<file path="src/sdfs_pkg.sv">
`default_nettype none
package sdfs_pkg;

  localparam int unsigned TickW = 10;
  localparam logic [TickW-1:0] TickMax     = '1;
  localparam logic [TickW-1:0] Stage1Ticks = 10'd500;
  localparam logic [TickW-1:0] Stage2Ticks = 10'd750;

  localparam int unsigned KW = 11;  // widest stiffness is 2000 N/m

  typedef enum logic [1:0] {
    STAGE_INIT  = 2'd0,
    STAGE_MID   = 2'd1,
    STAGE_FINAL = 2'd2
  } stage_e;

  typedef enum logic [1:0] {
    MODE_OFF = 2'd0,
    MODE_X   = 2'd1,
    MODE_XY  = 2'd2,
    MODE_ALL = 2'd3
  } axis_mode_e;

  typedef enum logic [2:0] {
    CFG_AXIS_MODE = 3'd0,
    CFG_CENTER_X  = 3'd1,
    CFG_CENTER_Y  = 3'd2,
    CFG_CENTER_Z  = 3'd3,
    CFG_DAMPING   = 3'd4
  } cfg_idx_e;

  typedef struct packed {
    logic signed [15:0] pos_x;
    logic signed [15:0] pos_y;
    logic signed [15:0] pos_z;
    logic signed [23:0] vel_x;
    logic signed [23:0] vel_y;
    logic signed [23:0] vel_z;
  } in_t;

  typedef struct packed {
    logic signed [31:0] force_x;
    logic signed [31:0] force_y;
    logic signed [31:0] force_z;
    logic [1:0]         gain_stage;
  } out_t;

  // pipeline load strobes for the lane registers
  typedef struct packed {
    logic load_a;
    logic load_b;
  } adv_t;

  function automatic logic [KW-1:0] stiff_x(stage_e s);
    logic [KW-1:0] k;
    case (s)
      STAGE_INIT:  k = 11'd200;
      STAGE_MID:   k = 11'd500;
      STAGE_FINAL: k = 11'd2000;
      default:     k = 11'd2000;
    endcase
    return k;
  endfunction

  function automatic logic [KW-1:0] stiff_yz(stage_e s);
    logic [KW-1:0] k;
    case (s)
      STAGE_INIT:  k = 11'd50;
      STAGE_MID:   k = 11'd250;
      STAGE_FINAL: k = 11'd1500;
      default:     k = 11'd1500;
    endcase
    return k;
  endfunction

endpackage
`default_nettype wire

</file>
<file path="src/sdfs_lane.sv">
`default_nettype none
// One axis: offset, two products, then sum and saturate.
module sdfs_lane (
  input  wire                        clk_i,
  input  wire sdfs_pkg::adv_t        adv_i,
  input  wire logic signed [15:0]    pos_i,
  input  wire logic signed [15:0]    cen_i,
  input  wire logic signed [23:0]    vel_i,
  input  wire logic [sdfs_pkg::KW-1:0] k_i,
  input  wire logic [7:0]            gain_i,
  input  wire logic                  en_i,
  output logic signed [31:0]         force_o
);

  logic signed [16:0] d_q;
  logic signed [23:0] vel_q;
  logic [sdfs_pkg::KW-1:0] k_q;
  logic [7:0]         gain_q;
  logic               en_a_q;

  logic signed [28:0] kd_q;
  logic signed [32:0] cv_q;
  logic               en_b_q;

  logic signed [34:0] sum;
  logic signed [31:0] sat;

  always_ff @(posedge clk_i) begin
    if (adv_i.load_a) begin
      d_q    <= 17'(pos_i) - 17'(cen_i);
      vel_q  <= vel_i;
      k_q    <= k_i;
      gain_q <= gain_i;
      en_a_q <= en_i;
    end
  end

  always_ff @(posedge clk_i) begin
    if (adv_i.load_b) begin
      kd_q   <= d_q * $signed({1'b0, k_q});
      cv_q   <= $signed({1'b0, gain_q}) * vel_q;
      en_b_q <= en_a_q;
    end
  end

  always_comb begin
    sum = 35'sd0 - 35'(kd_q) - 35'(cv_q);
    // out of range when the top bits disagree with the sign
    if (sum[34:31] == 4'b0000 || sum[34:31] == 4'b1111) begin
      sat = sum[31:0];
    end else if (sum[34]) begin
      sat = {1'b1, 31'd0};
    end else begin
      sat = {1'b0, {31{1'b1}}};
    end
    force_o = en_b_q ? sat : 32'sd0;
  end

endmodule
`default_nettype wire

</file>
<file path="src/sdfs_merge.sv">
`default_nettype none
// Collects the three lane forces and the stage into the output register.
module sdfs_merge (
  input  wire                     clk_i,
  input  wire                     rst_ni,
  input  wire logic               vld_i,
  input  wire logic signed [31:0] force_x_i,
  input  wire logic signed [31:0] force_y_i,
  input  wire logic signed [31:0] force_z_i,
  input  wire sdfs_pkg::stage_e   stage_i,
  input  wire logic               out_stall_i,
  output logic                    ready_o,
  output logic                    out_valid_o,
  output sdfs_pkg::out_t          out_data_o
);

  logic           valid_q, valid_d;
  logic           load;
  sdfs_pkg::out_t data_q;

  assign ready_o = !valid_q || !out_stall_i;
  assign load    = vld_i && ready_o;
  assign valid_d = load || (valid_q && out_stall_i);

  always_ff @(posedge clk_i or negedge rst_ni) begin
    if (!rst_ni) begin
      valid_q <= 1'b0;
    end else begin
      valid_q <= valid_d;
    end
  end

  always_ff @(posedge clk_i) begin
    if (load) begin
      data_q.force_x    <= force_x_i;
      data_q.force_y    <= force_y_i;
      data_q.force_z    <= force_z_i;
      data_q.gain_stage <= stage_i;
    end
  end

  assign out_valid_o = valid_q;
  assign out_data_o  = data_q;

endmodule
`default_nettype wire

</file>
<file path="src/spring_damper_force_schedule.sv">
// An accepted item passes three register stages (offset, multiply, and
// sum/saturate into the output register), which drives out_valid.
// Throughput: one item per cycle while out_stall is low; the three axis lanes
// run in parallel and each multiply has its own register stage, so no unit is
// shared between items.
// Reset: tick counter to zero, registers to axis_mode 1, centers 0, damping 5,
// pipeline emptied. No clearing pass; items are taken right after reset.
`default_nettype none
module spring_damper_force_schedule (
  input  wire                  clk_i,
  input  wire                  rst_ni,
  // input items
  input  wire logic            in_valid_i,
  output logic                 in_stall_o,
  input  wire sdfs_pkg::in_t   in_data_i,
  // result items
  output logic                 out_valid_o,
  input  wire logic            out_stall_i,
  output sdfs_pkg::out_t       out_data_o,
  // configuration writes
  input  wire logic            cfg_we_i,
  input  wire logic [2:0]      cfg_idx_i,
  input  wire logic [15:0]     cfg_data_i
);

  // ---------------- configuration registers ----------------
  sdfs_pkg::axis_mode_e mode_q;
  logic signed [15:0]   cen_x_q, cen_y_q, cen_z_q;
  logic [7:0]           damp_q;

  always_ff @(posedge clk_i or negedge rst_ni) begin
    if (!rst_ni) begin
      mode_q  <= sdfs_pkg::MODE_X;
      cen_x_q <= '0;
      cen_y_q <= '0;
      cen_z_q <= '0;
      damp_q  <= 8'd5;
    end else if (cfg_we_i) begin
      case (sdfs_pkg::cfg_idx_e'(cfg_idx_i))
        sdfs_pkg::CFG_AXIS_MODE: mode_q  <= sdfs_pkg::axis_mode_e'(cfg_data_i[1:0]);
        sdfs_pkg::CFG_CENTER_X:  cen_x_q <= cfg_data_i;
        sdfs_pkg::CFG_CENTER_Y:  cen_y_q <= cfg_data_i;
        sdfs_pkg::CFG_CENTER_Z:  cen_z_q <= cfg_data_i;
        sdfs_pkg::CFG_DAMPING:   damp_q  <= cfg_data_i[7:0];
        default: ;  // unused index: write dropped
      endcase
    end
  end

  // ---------------- pipeline control ----------------
  // Each stage moves when the one after it is empty or moving, so bubbles
  // collapse and the input keeps flowing while a result waits downstream, until stages a and b fill.
  logic vld_a_q, vld_b_q;
  logic ready_a, ready_b, ready_c;
  logic in_acc;
  sdfs_pkg::adv_t adv;

  assign ready_b    = !vld_b_q || ready_c;
  assign ready_a    = !vld_a_q || ready_b;
  assign in_stall_o = !ready_a;
  assign in_acc     = in_valid_i && ready_a;
  assign adv.load_a = in_acc;
  assign adv.load_b = vld_a_q && ready_b;

  always_ff @(posedge clk_i or negedge rst_ni) begin
    if (!rst_ni) begin
      vld_a_q <= 1'b0;
      vld_b_q <= 1'b0;
    end else begin
      vld_a_q <= in_acc || (vld_a_q && !ready_b);
      vld_b_q <= adv.load_b || (vld_b_q && !ready_c);
    end
  end

  // ---------------- stiffness schedule ----------------
  // Stage is chosen from the count before this item bumps it; the counter
  // sticks at full scale so the final stage holds forever.
  logic [sdfs_pkg::TickW-1:0] tick_q;
  sdfs_pkg::stage_e           stage_now, stage_a_q, stage_b_q;
  sdfs_pkg::axis_mode_e       axes;
  logic                       en_x, en_y, en_z;

  always_ff @(posedge clk_i or negedge rst_ni) begin
    if (!rst_ni) begin
      tick_q <= '0;
    end else if (in_acc && tick_q != sdfs_pkg::TickMax) begin
      tick_q <= tick_q + 1'b1;
    end
  end

  always_comb begin
    if (tick_q <= sdfs_pkg::Stage1Ticks) begin
      stage_now = sdfs_pkg::STAGE_INIT;
    end else if (tick_q <= sdfs_pkg::Stage2Ticks) begin
      stage_now = sdfs_pkg::STAGE_MID;
    end else begin
      stage_now = sdfs_pkg::STAGE_FINAL;
    end
    // centering phase drives every axis regardless of the mode
    axes = (tick_q < sdfs_pkg::Stage2Ticks) ? sdfs_pkg::MODE_ALL : mode_q;
    en_x = (axes != sdfs_pkg::MODE_OFF);
    en_y = (axes == sdfs_pkg::MODE_XY) || (axes == sdfs_pkg::MODE_ALL);
    en_z = (axes == sdfs_pkg::MODE_ALL);
  end

  // stage tag rides alongside the lanes
  always_ff @(posedge clk_i) begin
    if (adv.load_a) stage_a_q <= stage_now;
    if (adv.load_b) stage_b_q <= stage_a_q;
  end

  // ---------------- axis lanes ----------------
  logic signed [31:0] f_x, f_y, f_z;

  sdfs_lane u_lane_x (
    .clk_i   (clk_i),
    .adv_i   (adv),
    .pos_i   (in_data_i.pos_x),
    .cen_i   (cen_x_q),
    .vel_i   (in_data_i.vel_x),
    .k_i     (sdfs_pkg::stiff_x(stage_now)),
    .gain_i  (damp_q),
    .en_i    (en_x),
    .force_o (f_x)
  );

  sdfs_lane u_lane_y (
    .clk_i   (clk_i),
    .adv_i   (adv),
    .pos_i   (in_data_i.pos_y),
    .cen_i   (cen_y_q),
    .vel_i   (in_data_i.vel_y),
    .k_i     (sdfs_pkg::stiff_yz(stage_now)),
    .gain_i  (damp_q),
    .en_i    (en_y),
    .force_o (f_y)
  );

  sdfs_lane u_lane_z (
    .clk_i   (clk_i),
    .adv_i   (adv),
    .pos_i   (in_data_i.pos_z),
    .cen_i   (cen_z_q),
    .vel_i   (in_data_i.vel_z),
    .k_i     (sdfs_pkg::stiff_yz(stage_now)),
    .gain_i  (damp_q),
    .en_i    (en_z),
    .force_o (f_z)
  );

  // ---------------- merge and output register ----------------
  sdfs_merge u_merge (
    .clk_i       (clk_i),
    .rst_ni      (rst_ni),
    .vld_i       (vld_b_q),
    .force_x_i   (f_x),
    .force_y_i   (f_y),
    .force_z_i   (f_z),
    .stage_i     (stage_b_q),
    .out_stall_i (out_stall_i),
    .ready_o     (ready_c),
    .out_valid_o (out_valid_o),
    .out_data_o  (out_data_o)
  );

endmodule
`default_nettype wire

</file>
<file path="config.mk">
export PLATFORM = sky130hd
export DESIGN_NAME = spring_damper_force_schedule
export DESIGN_NICKNAME = d
export VERILOG_FILES = /design/src/sdfs_pkg.sv /design/src/sdfs_lane.sv /design/src/sdfs_merge.sv /design/src/spring_damper_force_schedule.sv
export SDC_FILE = /design/constraint.sdc
export NUM_CORES = 2
export LEC_CHECK = 0
export BUFFER_PORTS_ARGS = -buffer_cell sky130_fd_sc_hd__buf_4
export CAP_MARGIN = 25
export CORE_UTILIZATION = 53
export CTS_BUF_LIST = sky130_fd_sc_hd__clkbuf_8 sky130_fd_sc_hd__clkbuf_16
export CTS_CLUSTER_DIAMETER = 120
export DETAILED_ROUTE_END_ITERATION = 10
export PLACE_DENSITY = 0.78
export SYNTH_ARGS = -nofsm -noshare
export SYNTH_HDL_FRONTEND = slang
export SYNTH_SLANG_ARGS = --single-unit
</file>
<file path="constraint.sdc">
create_clock -name clk_i -period 11.88 [get_ports clk_i]
set_input_delay 2.376 -clock clk_i [delete_from_list [all_inputs] [get_ports clk_i]]
set_output_delay 2.376 -clock clk_i [all_outputs]
set_load 0.005 [all_outputs]
</file>
### After elaboration in Yosys (flattened, before gate mapping)

Index checks and enable logic that the tools add are counted.

| word-level totals | value |
|---|---|
| input bits | 144 |
| output and inout bits | 100 |
| flip-flop bits (word level) | 518 |

| operators by class | value |
|---|---|
| multipliers | 6 |
| reductions and logical operators | 35 |
| mux-type cells | 11 |
| equality and inequality tests | 11 |
| $lt $le $gt $ge | 3 |
| $add $sub $neg | 10 |

Operators by type and width:

| cell | number |
|---|---|
| $mux 32 | 6 |
| $sub 30x33->34 | 3 |
| $mul 9x24->33 | 3 |
| $sub 1x29->30 const A | 3 |
| $mul 17x12->29 | 3 |
| $sub 16x16->17 | 3 |
| $pmux 11 s2 | 2 |
| $eq 4x4->1 const B | 3 |
| $logic_not 4->1 | 3 |
| $add 10x1->10 const B | 1 |
| $le 10x10->1 const B | 1 |
| $le 10x9->1 const B | 1 |
| $logic_or 1x1->1 | 10 |
| $lt 10x10->1 const B | 1 |
| $ne 10x10->1 const B | 1 |
| $reduce_and 2->1 | 5 |
| $logic_and 1x1->1 | 7 |
| $logic_not 1->1 | 7 |
| $eq 3x2->1 const B | 2 |
| $mux 2 | 3 |
| $eq 2x2->1 const B | 2 |
| $eq 3x1->1 const B | 1 |
| $eq 3x3->1 const B | 1 |
| $logic_not 3->1 | 1 |
| 3 further kinds | 3 |

### Depth between registers and ports, before layout

| logic depth | value |
|---|---|
| depth in word-level cells | 6 |
| gate-level depth with buffers | 26 |
| depth with buffers taken out | 23 |

### Cells and area by module

Synthesis repeated with hierarchy kept, for this count alone.

| second synthesis, totals | value |
|---|---|
| cells, all modules | 6974 |
| area, all modules | 68478.2 um^2 |

By module, submodules not included:

| module | seq. area each (um^2) | cells each | area each (um^2) | times used |
|---|---|---|---|---|
| sdfs_lane at u_lane_y | 3723.6 | 2281 | 21181.6 | 1 |
| sdfs_lane at u_lane_x | 3723.6 | 2213 | 20753.7 | 1 |
| sdfs_lane at u_lane_z | 3723.6 | 2166 | 20424.6 | 1 |
| spring_damper_force_schedule | 1875.5 | 212 | 3128.0 | 1 |
| sdfs_merge | 2967.8 | 102 | 2990.4 | 1 |

### Worst setup path before layout

Ideal clock, no wire load.

| path | value |
|---|---|
| kind | input port to flip-flop |
| from | input out_stall_i |
| to | register u_merge.data_q, in the netlist u_merge.out_data_o[0], enable pin |
| path slack | 1729 ps |
| stages on the path | 1 |
| setup time | 705 ps |
| path buffers | 0 |
| arrival | 9446 ps |
| path through | a21boi_0 |

| between the ends | value |
|---|---|
| longest elaborated chain between the ends | 3 |

RTL lines:

| what | line | text |
|---|---|---|
| start, declared | spring_damper_force_schedule.sv:18 | `input wire logic out_stall_i,` |
| $logic_not 1->1 | sdfs_merge.sv:21 | `assign ready_o = !valid_q \|\| !out_stall_i;` |
| $logic_or 1x1->1 | sdfs_merge.sv:21 |  |
| $logic_and 1x1->1 | sdfs_merge.sv:22 | `assign load = vld_i && ready_o;` |
| end, declared | sdfs_merge.sv:19 | `sdfs_pkg::out_t data_q;` |

No other way between the ends.
A chain may end at the register's enable or synchronous reset.

==> impl_results.md <==
- Antenna diode count: 0
- Yosys Warn Count: 0
- Post-Synth XOR/XNOR Area: under 10%
- Area growth from synthesis to layout: 8.591%
- Final min period: around 6.5 ns
- Final ANT Viol Nets: 0
- Status: completed
- CTS tree: done
- RR Startpoint: u_lane_x.k_q[9]$_DFFE_PP_
- Worst Hold End: u_lane_y.en_b_q$_DFFE_PP_
- Die Width: about 340 µm
- Final cycle utilization of the critical path: a little over half
- Routed WL: 138600 µm
- Via count: about 42000
- Synthesized Nets: 7892
- Rel. slew slack: 34.32%
- Via/cell ratio: 5.307
- Number of flops mapped to enable cells by yosys: around 430
- Pins Over Slew Limit: 0
- FF-to-FF setup slack: roughly 5.4 ns
- Critical Setup Path Class: reg2reg
- Number of setup buffers added after CTS: 0
- Die footprint: approximately 0.12 mm²
- First-pass DRT Iterations: 6
- Initial Utilization: 53.72%
- Drt drc: 0
- Core Footprint: 0.1148 mm²
- Synth Area in Compound Gates: 9.070%
- Post-synthesis cell count: ~6200
- Worst reg-to-reg path cell count: 22
- Setup_tns: 0 ns
- GRT Overall Usage: between 20 and 25%
- Post-synth ARST share: 14.31%
- Synthesized area per cell: just under 10 µm²
- Final setup margin: about 5.4 ns
- Skew final: slightly below 0.02 ns
- Clk slew on worst S/H paths: 0.07 ns
- Sequential area share after synthesis: about a quarter
- Fill count: 9794
- Crit Path Max Fanout: 40
- Die height: 343.1 µm
- PortBufs: between 200 and 250
- HPWL after detailed placement: between 100000 and 150000 µm
- Distinct cells, synth: between 90 and 100
- Pre-CTS setup slack: approximately 5.4 ns
- H-Tree Level Count: 2
- Row count: ~120
- Max Root-Sink Buffers: 3
- Post-synthesis adder-cell area fraction: 40.64%
- Max Cap Viol: 0
- Io pins: roughly 240
- Hold Crit Start: u_lane_y.en_a_q$_DFFE_PP_
- DR iter-0 viols: around 2200
- Num CTS Buffers: 59
- Gpl congestion: ~1
- Hold Vio Cnt, Final: 0
- Largest net degree at the start of global routing: 75
- Final Setup Violations: 0
- Clk Latency, worst-skew pair: 0.69 ns
- Simple-gate portion of the synthesized area: 11.85%
- Area leader, netlist: fa_1
- Reg-to-reg critical path endpoint: u_lane_y.kd_q[28]$_DFFE_PP_
- RSZ-0062 raised after global routing: false
- Main combinational cell family by area after synthesis: adder cells
- Top cells by area, synth: fa_1, edfxtp_1, ha_1
- First-pass GRT wire length: 228600 µm
- Flops & latches, synth: around 500
- Slew @ Worst Pin: between 0.9 and 1 ns
- Max Fclk: 0.1537 GHz
- Initial antenna violation count: 1
- CTS sink cnt: approximately 500
- CP Launch Type: flip-flop
- Ys flop type: edfxtp_1
- Nets@finish: 8079
- WL/cell: 17.34 µm
- Worst Path Arrival: just under 7 ns
- # hold bufs at CTS: 0
- Worst min-delay path category: reg2reg
- Layout cells sized above 1: 7.157%
- CP Data Required Time: 12.32 ns
- Cell Area, Synth: around 0.062 mm²
- Vias in the first global route: approximately 45000
- Mux contribution to synthesized area: less than 1%
- Cts repair resizes: 0
- Remaining global-route overflow: 0
- Top-area cell type share of the netlist area: between 20 and 30%
- Setup crit end kind: flip-flop
- CTS root buffer: clkbuf_16
- Worst Hold Depth: 0
## flip-flops by register name, summed over array words and instances, names as in the netlist, 2 cells and up
name	count
u_lane_x.k_q	4
stage_b_q	2
mode_q	2
u_lane_z.d_q	17
damp_q	8
cen_x_q	16
u_lane_x.d_q	17
u_lane_y.gain_q	8
u_lane_y.cv_q	33
u_lane_x.vel_q	24
u_merge.out_data_o	98
cen_y_q	16
u_lane_x.kd_q	27
cen_z_q	16
u_lane_y.kd_q	28
u_lane_y.d_q	17
u_lane_z.vel_q	24
u_lane_z.cv_q	33
u_lane_z.kd_q	28
u_lane_x.cv_q	33
u_lane_y.vel_q	24
tick_q	10
## Yosys cell counts, types with 55 or more instances
| cell type | instances |
|---|---|
| nand2_1 | 475 |
| xnor2_1 | 212 |
| a21oi_1 | 222 |
| clkbuf_1 | 122 |
| ha_1 | 664 |
| and2_1 | 455 |
| inv_1 | 1508 |
| a21o_1 | 164 |
| nor2_1 | 173 |
| o21ai_0 | 140 |
| fa_1 | 837 |
| nand3_1 | 70 |
| dfrtp_1 | 68 |
| nor3_1 | 55 |
| edfxtp_1 | 425 |
| xor2_1 | 81 |
## area by class of cell
class / count / area (µm²) / share of cell area (%)
clock inverters: 47 / 362.8 / 0.5418
repair buffers: 266 / 2037 / 3.041
inverters: 1508 / 5665 / 8.459
clock buffers: 63 / 1554 / 2.320
well taps: 1512 / 1892 / 2.825
flip-flops and latches: 496 / 14540 / 21.71
multi-input cells: 4103 / 40920 / 61.10
## placed cells by master, fill, tap and decap left out, types with 61 or more instances in the layout
cell type | synthesis | layout
and2_1 | 455 | 454
fa_1 | 837 | 837
clkbuf_16 | 0 | 61
a21oi_1 | 222 | 222
buf_4 | 2 | 264
a21o_1 | 164 | 164
inv_1 | 1508 | 1515
xor2_1 | 81 | 81
xnor2_1 | 212 | 212
nor2_1 | 173 | 172
dfrtp_1 | 68 | 68
nand2_1 | 475 | 475
edfxtp_1 | 425 | 425
ha_1 | 664 | 664
nand3_1 | 70 | 70
o21ai_0 | 140 | 140
## critical path, stage by stage (launching register included)
cell,delay [ns]
edfxtp_1,0.76
buf_4,0.44
and2_1,0.25
inv_1,0.07
fa_1,0.36
inv_1,0.08
fa_1,0.43
fa_1,0.52
fa_1,0.50
inv_1,0.05
fa_1,0.47
inv_1,0.04
ha_1,0.33
a21oi_1,0.16
nor2b_1,0.09
or2_2,0.28
a21o_1,0.20
o21a_1,0.17
o21ai_0,0.37
o211ai_1,0.18
a31o_2,0.26
a21oi_1,0.17
xnor2_1,0.07
## metal layers
layer	wire [µm]	global-route usage, %	vias to the layer above
met1	54320	28.87	21100
met5	0	0	-
met2	72590	44.89	921
met3	5307	2.488	291
met4	6398	10.80	0
li1	-	-	20120
## cells by family after synthesis
logic type / count (synthesis)
AO/OA/AOI/OAI: 837
XOR/XNOR: 294
AND/OR/NAND/NOR: 1440
flip-flops: 496
multiplexers: 31
adder cells (fa/ha/maj): 1501
buffers and inverters: 1648
## stage by stage
step / area [µm²] / util (%) / cells / hold slack, ns
2_1_floorplan: 61680 / - / 6247 / 0.4003
3_3_place_gp: 65000 / 56.62 / 7883 / 0.4013
3_5_place_dp: 65000 / 56.62 / 7883 / 0.4045
4_1_cts: 66920 / 58.29 / 7993 / 0.4220
5_1_grt: 66980 / 58.34 / 7995 / 0.4433
6_report: 66980 / 58.34 / 7995 / 0.4195
## worst max path at each step
stage	from	end	slack (ns)	depth (start not counted)
2_1_floorplan	out_stall_i	u_merge.out_data_o[0]$_DFFE_PP_	1.73	1
3_3_place_gp	u_lane_x.k_q[9]$_DFFE_PP_	u_lane_y.kd_q[28]$_DFFE_PP_	5.54	22
3_5_place_dp	u_lane_x.k_q[9]$_DFFE_PP_	u_lane_y.kd_q[28]$_DFFE_PP_	5.41	22
4_1_cts	u_lane_x.k_q[9]$_DFFE_PP_	u_lane_y.kd_q[28]$_DFFE_PP_	5.37	22
5_1_grt	u_lane_x.k_q[9]$_DFFE_PP_	u_lane_y.kd_q[22]$_DFFE_PP_	4.99	22
6_report	u_lane_x.k_q[9]$_DFFE_PP_	u_lane_y.kd_q[28]$_DFFE_PP_	5.37	22
Power is not shown: default switching activity piles up to over one toggle a cycle in this logic, so the estimate is an artifact.
